**src/design/newreno_congestion_window_controller_top_assert.svh**
```systemverilog
// Assertion macros for the congestion window controller
`ifndef NEWRENO_CONGESTION_WINDOW_CONTROLLER_TOP_ASSERT_SVH
`define NEWRENO_CONGESTION_WINDOW_CONTROLLER_TOP_ASSERT_SVH

// property that holds whenever reset is released
`define NR_ASSERT(lbl, prop, msg) \
  lbl: assert property (@(posedge clk) disable iff (!rst_n) prop) else $error(msg);

// implication checked from the cycle after a condition
`define NR_ASSERT_NEXT(lbl, cond, prop, msg) \
  lbl: assert property (@(posedge clk) disable iff (!rst_n) (cond) |=> (prop)) else $error(msg);

`endif

```
**src/design/nrcc_pkg.sv**
```systemverilog
// ----------------------------------------------------------------------------
// nrcc_pkg
// Shared types and constants of the congestion window controller.
// ----------------------------------------------------------------------------
package nrcc_pkg;
  localparam int NUM_SPACES = 3;
  localparam int SPACE_W = 2;
  localparam logic [31:0] ALL_ONES_32 = 32'hFFFF_FFFF;

  localparam logic [1:0] CFG_INIT_WIN = 2'd0;
  localparam logic [1:0] CFG_MIN_WIN  = 2'd1;
  localparam logic [1:0] CFG_LOSS_FAC = 2'd2;
  localparam logic [1:0] CFG_MAX_DGRAM = 2'd3;

  localparam logic [2:0] ACT_SENT    = 3'd0;
  localparam logic [2:0] ACT_ACKED   = 3'd1;
  localparam logic [2:0] ACT_LOST    = 3'd2;
  localparam logic [2:0] ACT_ECN     = 3'd3;
  localparam logic [2:0] ACT_DISCARD = 3'd4;
  localparam logic [2:0] ACT_CREDIT  = 3'd5;
  localparam logic [2:0] ACT_RESET   = 3'd6;
  localparam logic [2:0] ACT_SPARE   = 3'd7;

  localparam logic [1:0] PH_NONE  = 2'd0;
  localparam logic [1:0] PH_SLOW  = 2'd1;
  localparam logic [1:0] PH_AVOID = 2'd2;
  localparam logic [1:0] PH_RECOV = 2'd3;

  typedef enum logic [2:0] {
    ST_IDLE, ST_EXEC, ST_DIV, ST_MUL, ST_DONE, ST_OUT
  } state_t;

  // request to the shared multiply/divide unit
  typedef struct packed {
    logic        start;
    logic        is_div;
    logic [47:0] a;
    logic [31:0] b;
  } md_req_t;

  // res is one bit wider than a: window times a loss factor above one
  typedef struct packed {
    logic        busy;
    logic        done;
    logic [48:0] res;
  } md_rsp_t;
endpackage

```
**src/design/nrcc_muldiv.sv**
```systemverilog
// ----------------------------------------------------------------------------
// nrcc_muldiv
// Shared shift-add multiplier and restoring divider, one bit per cycle.
// ----------------------------------------------------------------------------
module nrcc_muldiv import nrcc_pkg::*; (
  input  logic    clk,
  input  logic    rst_n,
  input  md_req_t req,
  output md_rsp_t rsp
);
  logic        busy_r, busy_nxt, done_r, done_nxt, div_r, div_nxt;
  logic [5:0]  cnt_r, cnt_nxt;
  logic [48:0] acc_r, acc_nxt;   // product, or quotient bits
  logic [47:0] a_r, a_nxt;
  logic [31:0] b_r, b_nxt;
  logic [32:0] rem_r, rem_nxt;
  logic [32:0] trial;

  always_comb begin
    busy_nxt = busy_r;
    done_nxt = 1'b0;
    div_nxt  = div_r;
    cnt_nxt  = cnt_r;
    acc_nxt  = acc_r;
    a_nxt    = a_r;
    b_nxt    = b_r;
    rem_nxt  = rem_r;
    trial    = {rem_r[31:0], a_r[47]} - {1'b0, b_r};
    if (req.start) begin
      busy_nxt = 1'b1;
      div_nxt  = req.is_div;
      a_nxt    = req.a;
      b_nxt    = req.b;
      acc_nxt  = '0;
      rem_nxt  = '0;
      cnt_nxt  = 6'd0;
    end else if (busy_r) begin
      if (div_r) begin
        // restoring step on the next dividend bit
        if (!trial[32]) begin
          rem_nxt = trial;
          acc_nxt = {acc_r[47:0], 1'b1};
        end else begin
          rem_nxt = {rem_r[31:0], a_r[47]};
          acc_nxt = {acc_r[47:0], 1'b0};
        end
        a_nxt = {a_r[46:0], 1'b0};
        if (cnt_r == 6'd47) begin
          busy_nxt = 1'b0;
          done_nxt = 1'b1;
        end
      end else begin
        // multiplier bit from b, lsb first
        if (b_r[0]) acc_nxt = acc_r + ({1'b0, a_r} << cnt_r[4:0]);
        b_nxt = {1'b0, b_r[31:1]};
        if (cnt_r == 6'd16) begin
          busy_nxt = 1'b0;
          done_nxt = 1'b1;
        end
      end
      cnt_nxt = cnt_r + 6'd1;
    end
  end

  always_ff @(posedge clk) begin
    if (!rst_n) begin
      busy_r <= 1'b0;
      done_r <= 1'b0;
      div_r  <= 1'b0;
      cnt_r  <= '0;
    end else begin
      busy_r <= busy_nxt;
      done_r <= done_nxt;
      div_r  <= div_nxt;
      cnt_r  <= cnt_nxt;
    end
    acc_r <= acc_nxt;
    a_r   <= a_nxt;
    b_r   <= b_nxt;
    rem_r <= rem_nxt;
  end

  assign rsp = '{busy: busy_r, done: done_r, res: acc_r};

  `include "newreno_congestion_window_controller_top_assert.svh"
  `NR_ASSERT(a_done_not_busy, !(done_r && busy_r), "muldiv done while busy")
  `NR_ASSERT_NEXT(a_start_busy, req.start, busy_r, "muldiv did not start")
  `NR_ASSERT(a_cnt_range, cnt_r <= 6'd48, "muldiv counter overran")
endmodule

```
**src/design/newreno_congestion_window_controller_top.sv**
```systemverilog
// ----------------------------------------------------------------------------
// newreno_congestion_window_controller_top
// NewReno congestion window controller with a shared iterative mul/div unit.
// ----------------------------------------------------------------------------
// One packet event is taken per transfer on the in_ channel; exactly one
// result transfer follows on the out_ channel for every event.
// in_tready is high only in the idle state with no result waiting, so one
// event is worked on at a time. Sent, discard, credit, reset, slow start acks
// and most loss/ECN events pass from the exec state through done and out to
// out_tvalid without the unit. An ack in avoidance with a nonzero window uses
// the shared unit as a 48-bit restoring divider (48 steps); a congestion
// event uses it as a 17-step shift-add multiplier.
// The result sits in an output register; while out_tready is low it holds and
// the next event is accepted in the cycle after the result has been taken.
// rst_n (synchronous, active low) loads the reset values of the registers
// and the state: window from the reset value of the start-window register,
// threshold all ones, counts zero. Configuration writes go on cfg_ while idle.
// ----------------------------------------------------------------------------
module newreno_congestion_window_controller_top import nrcc_pkg::*; (
  input  logic         clk,
  input  logic         rst_n,
  input  logic         cfg_we,
  input  logic [1:0]   cfg_index,
  input  logic [31:0]  cfg_wdata,
  input  logic         in_tvalid,
  output logic         in_tready,
  // tdata: byte_count[31:0], tx_time[94:32], now_time[157:95],
  // pkt_num[219:158], largest_lost_time[282:220],
  // pc_duration[345:283], number_space[347:346], ce_count[409:348], pad
  input  logic [415:0] in_tdata,
  input  logic         in_tlast,   // last_in_batch
  input  logic [2:0]   in_tuser,   // action
  output logic         out_tvalid,
  input  logic         out_tready,
  // tdata: send_credit[31:0], window_bytes[63:32], flight_bytes[95:64],
  // threshold_bytes[127:96]
  output logic [127:0] out_tdata,
  output logic [1:0]   out_tuser   // cc_phase
);
  state_t st_r, st_nxt;

  logic [31:0] init_win_r, min_win_r;
  logic [16:0] loss_fac_r;
  logic [15:0] max_dg_r;

  logic [31:0] win_r, flight_r, ssth_r, extra_r;
  logic [62:0] rec_r;
  logic [61:0] ecn_r [NUM_SPACES];
  logic [61:0] exp_r;
  logic        seen_r, broken_r;

  // latched event
  logic [2:0]  act_r;
  logic [31:0] bytes_r;
  logic [62:0] st_t_r, now_r, largest_r, period_r;
  logic [61:0] pn_r, ce_r;
  logic [1:0]  sp_r;
  logic        last_r;
  logic        collapse_r;
  logic [1:0]  phase_r;
  logic        ovalid_r;
  logic [127:0] odata_r;
  logic [1:0]  ouser_r;

  md_req_t req;
  md_rsp_t rsp;

  nrcc_muldiv u_md (.clk(clk), .rst_n(rst_n), .req(req), .rsp(rsp));

  assign in_tready  = (st_r == ST_IDLE) && !ovalid_r;
  assign out_tvalid = ovalid_r;
  assign out_tdata  = odata_r;
  assign out_tuser  = ouser_r;

  wire acc_in = in_tvalid && in_tready;

  // exec-stage decisions
  logic [32:0] fsum;
  logic [32:0] wgrow;
  logic [31:0] fsub;
  logic [63:0] tsum;
  logic        in_period, ack_grow, cong_go, ecn_hit, sp_ok, collapse_go;
  logic [62:0] cong_t;
  always_comb begin
    fsum = {1'b0, flight_r} + {1'b0, bytes_r};
    wgrow = {1'b0, win_r} + {1'b0, bytes_r};
    fsub = (bytes_r > flight_r) ? 32'd0 : flight_r - bytes_r;
    tsum = {1'b0, st_t_r} + {1'b0, period_r};
    in_period = tsum >= {1'b0, largest_r};
    ack_grow = st_t_r > rec_r;
    sp_ok = {30'd0, sp_r} < NUM_SPACES;
    ecn_hit = sp_ok && (ce_r > ecn_r[sp_r[SPACE_W-1:0]]);
    cong_t = (act_r == ACT_LOST) ? largest_r : st_t_r;
    cong_go = ((act_r == ACT_LOST && last_r) || (act_r == ACT_ECN && ecn_hit))
              && (cong_t > rec_r);
    // run state as it stands once this packet has been counted
    collapse_go = in_period ? (!(seen_r && exp_r != pn_r) && !broken_r)
                            : (seen_r && !broken_r);
  end

  // next state
  always_comb begin
    st_nxt = st_r;
    case (st_r)
      ST_IDLE: if (acc_in) st_nxt = ST_EXEC;
      ST_EXEC: begin
        if (act_r == ACT_ACKED && ack_grow && !(win_r < ssth_r) && win_r != 32'd0)
          st_nxt = ST_DIV;
        else if (cong_go) st_nxt = ST_MUL;
        else st_nxt = ST_DONE;
      end
      ST_DIV, ST_MUL: if (rsp.done) st_nxt = ST_DONE;
      ST_DONE: st_nxt = ST_OUT;
      ST_OUT: st_nxt = ST_IDLE;
      default: st_nxt = ST_IDLE;
    endcase
  end

  // unit request
  always_comb begin
    req = '0;
    if (st_r == ST_EXEC) begin
      if (act_r == ACT_ACKED) begin
        req.start  = ack_grow && !(win_r < ssth_r) && win_r != 32'd0;
        req.is_div = 1'b1;
        req.a      = {32'd0, max_dg_r} * {16'd0, bytes_r};
        req.b      = win_r;
      end else begin
        req.start  = cong_go;
        req.is_div = 1'b0;
        req.a      = {16'd0, win_r};
        req.b      = {15'd0, loss_fac_r};
      end
    end
  end

  wire [32:0] prod_sh = rsp.res[48:16];
  wire [31:0] mul_w = prod_sh[32] ? ALL_ONES_32 : prod_sh[31:0];
  wire [31:0] dec_w = (mul_w < min_win_r) ? min_win_r : mul_w;
  wire [32:0] wsum_q = {1'b0, win_r} +
                       ((rsp.res > {17'd0, ALL_ONES_32}) ? {1'b0, ALL_ONES_32}
                                                         : {1'b0, rsp.res[31:0]});

  always_ff @(posedge clk) begin
    if (!rst_n) begin
      st_r <= ST_IDLE;
      init_win_r <= 32'd12000;
      min_win_r  <= 32'd2400;
      loss_fac_r <= 17'd32768;
      max_dg_r   <= 16'd1200;
      win_r <= 32'd12000;
      flight_r <= '0;
      ssth_r <= ALL_ONES_32;
      rec_r <= '0;
      for (int i = 0; i < NUM_SPACES; i++) ecn_r[i] <= '0;
      extra_r <= '0;
      exp_r <= '0;
      seen_r <= 1'b0;
      broken_r <= 1'b0;
      ovalid_r <= 1'b0;
      phase_r <= PH_NONE;
      collapse_r <= 1'b0;
    end else begin
      st_r <= st_nxt;
      if (cfg_we) begin
        case (cfg_index)
          CFG_INIT_WIN:  init_win_r <= cfg_wdata;
          CFG_MIN_WIN:   min_win_r  <= cfg_wdata;
          CFG_LOSS_FAC:  loss_fac_r <= cfg_wdata[16:0];
          CFG_MAX_DGRAM: max_dg_r   <= cfg_wdata[15:0];
          default: ;
        endcase
      end
      if (ovalid_r && out_tready) ovalid_r <= 1'b0;
      case (st_r)
        ST_IDLE: phase_r <= PH_NONE;
        ST_EXEC: begin
          collapse_r <= (act_r == ACT_LOST) && last_r && collapse_go;
          case (act_r)
            ACT_SENT: begin
              if (extra_r != 32'd0) extra_r <= extra_r - 32'd1;
              flight_r <= fsum[32] ? ALL_ONES_32 : fsum[31:0];
            end
            ACT_ACKED: begin
              flight_r <= fsub;
              if (ack_grow) begin
                if (win_r < ssth_r) begin
                  win_r <= wgrow[32] ? ALL_ONES_32 : wgrow[31:0];
                  phase_r <= PH_SLOW;
                end else begin
                  phase_r <= PH_AVOID;
                  if (win_r == 32'd0) win_r <= ALL_ONES_32;
                end
              end
            end
            ACT_LOST: begin
              flight_r <= fsub;
              if (last_r) begin
                seen_r <= 1'b0;
                broken_r <= 1'b0;
                exp_r <= '0;
              end else if (in_period) begin
                if (seen_r && exp_r != pn_r) broken_r <= 1'b1;
                seen_r <= 1'b1;
                exp_r <= pn_r + 62'd1;
              end
            end
            ACT_ECN: if (ecn_hit) ecn_r[sp_r[SPACE_W-1:0]] <= ce_r;
            ACT_DISCARD: flight_r <= fsub;
            ACT_CREDIT: if (extra_r != ALL_ONES_32) extra_r <= extra_r + 32'd1;
            ACT_RESET: begin
              win_r <= init_win_r;
              flight_r <= '0;
              ssth_r <= ALL_ONES_32;
              rec_r <= '0;
              for (int i = 0; i < NUM_SPACES; i++) ecn_r[i] <= '0;
              exp_r <= '0;
              seen_r <= 1'b0;
              broken_r <= 1'b0;
            end
            default: ;
          endcase
          if (cong_go) begin
            rec_r <= now_r;
            phase_r <= PH_RECOV;
          end
        end
        ST_DIV: if (rsp.done) win_r <= wsum_q[32] ? ALL_ONES_32 : wsum_q[31:0];
        ST_MUL: if (rsp.done) begin
          win_r  <= dec_w;
          ssth_r <= dec_w;
        end
        ST_DONE: if (collapse_r) win_r <= min_win_r;
        ST_OUT: begin
          ovalid_r <= 1'b1;
          ouser_r <= phase_r;
          odata_r <= {ssth_r, flight_r, win_r,
                      (extra_r != 32'd0) ? ALL_ONES_32 :
                      (flight_r < win_r ? win_r - flight_r : 32'd0)};
        end
        default: ;
      endcase
    end
    if (acc_in) begin
      act_r     <= in_tuser;
      bytes_r   <= in_tdata[31:0];
      st_t_r    <= in_tdata[94:32];
      now_r     <= in_tdata[157:95];
      pn_r      <= in_tdata[219:158];
      largest_r <= in_tdata[282:220];
      period_r  <= in_tdata[345:283];
      sp_r      <= in_tdata[347:346];
      ce_r      <= in_tdata[409:348];
      last_r    <= in_tlast;
    end
  end

  `include "newreno_congestion_window_controller_top_assert.svh"
  `NR_ASSERT(a_busy_no_ready, !(st_r != ST_IDLE && in_tready), "ready while busy")
  `NR_ASSERT_NEXT(a_out_once, st_r == ST_OUT, ovalid_r, "result not raised")
  `NR_ASSERT(a_unit_owned, !(rsp.busy && st_r != ST_DIV && st_r != ST_MUL),
             "unit busy outside its states")
endmodule

```
**config.mk**
```make
export PLATFORM = sky130hd
export DESIGN_NAME = newreno_congestion_window_controller_top
export DESIGN_NICKNAME = d
export VERILOG_FILES = /design/src/design/nrcc_pkg.sv /design/src/design/nrcc_muldiv.sv /design/src/design/newreno_congestion_window_controller_top.sv
export VERILOG_INCLUDE_DIRS = /design/src /design/src/design
export SDC_FILE = /design/constraint.sdc
export NUM_CORES = 2
export LEC_CHECK = 0
export BUFFER_PORTS_ARGS = -buffer_cell sky130_fd_sc_hd__buf_2
export CORE_UTILIZATION = 60
export CTS_CLUSTER_SIZE = 16
export DETAILED_ROUTE_END_ITERATION = 10
export PLACE_DENSITY = 0.87
export SYNTH_ARGS = -nofsm -noshare
export SYNTH_HDL_FRONTEND = slang
export SYNTH_HIERARCHICAL = 1
export SYNTH_SLANG_ARGS = --single-unit
```
**constraint.sdc**
```tcl
create_clock -name clk -period 26.4 [get_ports clk]
set_clock_uncertainty 0.05 [all_clocks]
set_input_delay 1.32 -clock clk [delete_from_list [all_inputs] [get_ports clk]]
set_output_delay 1.32 -clock clk [all_outputs]
set_load 0.005 [all_outputs]
```
==> metrics <==
Comb pwr share=62.1%; RePlAce Congestion=1.00; Clk Latency, worst-skew pair=0.84 ns; grt total ovfl=0; Detail Route Antenna Nets=0; Total GRT Usage=38.3%; initial antenna violation count=48; DR WL/cell=25.1 um; Final min period=8.19 ns; Port Buffers=584; DR top layer=met5; Root Driver=clkbuf_16; total net switching power=6790 uW; CTS Buffer Depth=3; height of the chip=403 um; Pleak=0.0443 uW; Seq pwr share=22.4%; post-route setup slack=18.21 ns; Post-Syn Area=96400 sq um; # resized after CTS=0; CTS sink cnt=1323; area delta synth->final=10.4%; area occupied by multi-input gates=56000 sq um; H-tree Lvls=4; Cells after Synth=9946; largest net degree at the start of global routing=179; RSZ-0062 raised after global routing=false; Min Hold Slack=0.407 ns; Slew Viols, Final=0; pre-CTS WS=18.41 ns; drt initial violations=9840; cts bufs inserted=144; # DRC=0; first-pass GRT wire length=476 mm; Reg area=35200 sq um; number of global-route vias before repair=80500; starting density of the core=60.6%; clk slew on worst S/H paths=0.07 ns; Net Sw Frac=48.3%; core outline area=159000 sq um; final WL=317 mm; met2 WL post-DR=144 mm; Syn. warnings=6; WP data required=26.92 ns; status=finished clean; worst setup path class=reg -> reg; post-CTS setup buffers=0; Critical Path Fanout Max=19; Nets=12000; Max-Cap Viols=0; crit path capture type=flop; cts hold-fix bufs=0; layout cells sized above 1=12.7%; # rows=146; routed vias/inst=6.49; Period Utilization, post-route=31.0%; routed via count=81700; drt first pass iters=9; M1 WL=115 mm; Power Dens Cells=132 nW/um^2; Fmax achieved=122 MHz; WP data arrival=8.71 ns; Fill cells=11900; endpoints failing hold=0; Setup TNS=0 ns; io pins=591; Peak VDD IR=0.257 mV; Pint=7270 uW; Rel. slew slack=9.42%; type of origin of the critical path=flop; Hold WC Path Type=reg -> reg; die area=162000 sq um; Design Power=14100 uW; worst slew pin tran=1.36 ns; die width=403 um; CTS tree=done; post-DP HPWL=227 mm; final setup vio count=0; Detail Route met3 WL=36.3 mm; Post-Synthesis Mean Instance Area=9.69 sq um; Clk pwr share=15.4%
## area by class of cell
type / instances / share of cell area (%)
multi-input cells: 7230 / 52.6
flip-flops and latches: 1323 / 33.1
clock buffers: 193 / 3.85
repair buffers: 706 / 3.63
inverters: 969 / 3.42
well taps: 2072 / 2.44
clock inverters: 75 / 0.921
diodes: 21 / 0.0494
## sequential cells by signal (all words and copies together), names as in the netlist, 6 cells and up, named ones only
| signal | cells |
|---|---|
| pn_r | 62 |
| bytes_r | 32 |
| flight_r | 32 |
| exp_r | 62 |
| rec_r | 63 |
| loss_fac_r | 17 |
| min_win_r | 32 |
| st_t_r | 63 |
| ssth_r | 32 |
| now_r | 63 |
| ce_r | 62 |
| u_md/cnt_r | 6 |
| win_r | 32 |
| ecn_r | 248 |
| init_win_r | 32 |
| u_md/b_r | 32 |
| largest_r | 63 |
| out_tdata | 128 |
| u_md/rem_r | 32 |
| u_md/a_r | 48 |
| u_md/acc_r | 49 |
| extra_r | 32 |
| period_r | 63 |
| max_dg_r | 16 |
## per-layer routing
layer	GRT usage, %	vias up
met5	0	-
met4	22.2	56
met3	10.0	1177
met2	60.9	4941
met1	47.1	39300
li1	-	36200
## worst max-delay path, cell delays in order, from the launching register on
cell       delay [ns]
edfxtp_1         1.13
nand2_1          0.19
fa_1             0.59
inv_1            0.06
fa_1             0.54
fa_1             0.47
fa_1             0.54
fa_1             0.56
inv_1            0.06
fa_1             0.55
inv_1            0.06
ha_1             0.37
and4_1           0.25
and3_1           0.26
o211ai_1         0.12
o31a_1           0.26
a21oi_1          0.18
a2111oi_1        0.54
o2111ai_1        0.23
a41oi_1          0.33
xor2_1           0.18
nor2_1           0.10
mux2_2           0.31
## cell usage in the layout, fill, tap and decap left out, drive strengths merged, types with 61 or more instances in the layout
cell type	instances
nand2	1117
inv	977
edfxtp	872
ha	769
buf	705
a21oi	691
o21ai	460
dfxtp	451
nor2	443
and2	437
fa	427
a21o	239
xnor2	229
nand4	207
nand3	204
clkbuf	194
xor2	156
mux2	150
o211ai	135
mux2i	104
nor3	96
a211oi	84
nand2b	81
mux4	79
and3	75
o21a	72
o21bai	70
a31oi	68
o2bb2ai	68
conb	62
nor4	61
## power groups by stage
stage	Clock (uW)	Combinational, uW	Sequential (uW)
floorplan	0	6220	3070
global placement	0	8230	3150
detailed placement	0	8450	3170
CTS	2180	8540	3130
global route	2250	9560	3170
finish	2170	8740	3160
## per-stage QoR
step | utilization, % | instances | cell area, sq um
3_3_place_gp | 63.7 | 12300 | 101000
2_1_floorplan | - | 10000 | 96600
6_report | 67.0 | 12600 | 106000
4_1_cts | 66.9 | 12600 | 106000
3_5_place_dp | 63.7 | 12300 | 101000
5_1_grt | 66.9 | 12600 | 106000
## final timing paths
path	startpoint	to	slack (ns)	cells after the start
max	bytes_r[10]	u_md/a_r[46]	18.21	22
min	init_win_r[8]	init_win_r[8]	0.41	2
max reg2reg	bytes_r[10]	u_md/a_r[46]	18.21	22
min reg2reg	init_win_r[8]	init_win_r[8]	0.41	2
Note: power is estimated with default switching activity, not from simulation.
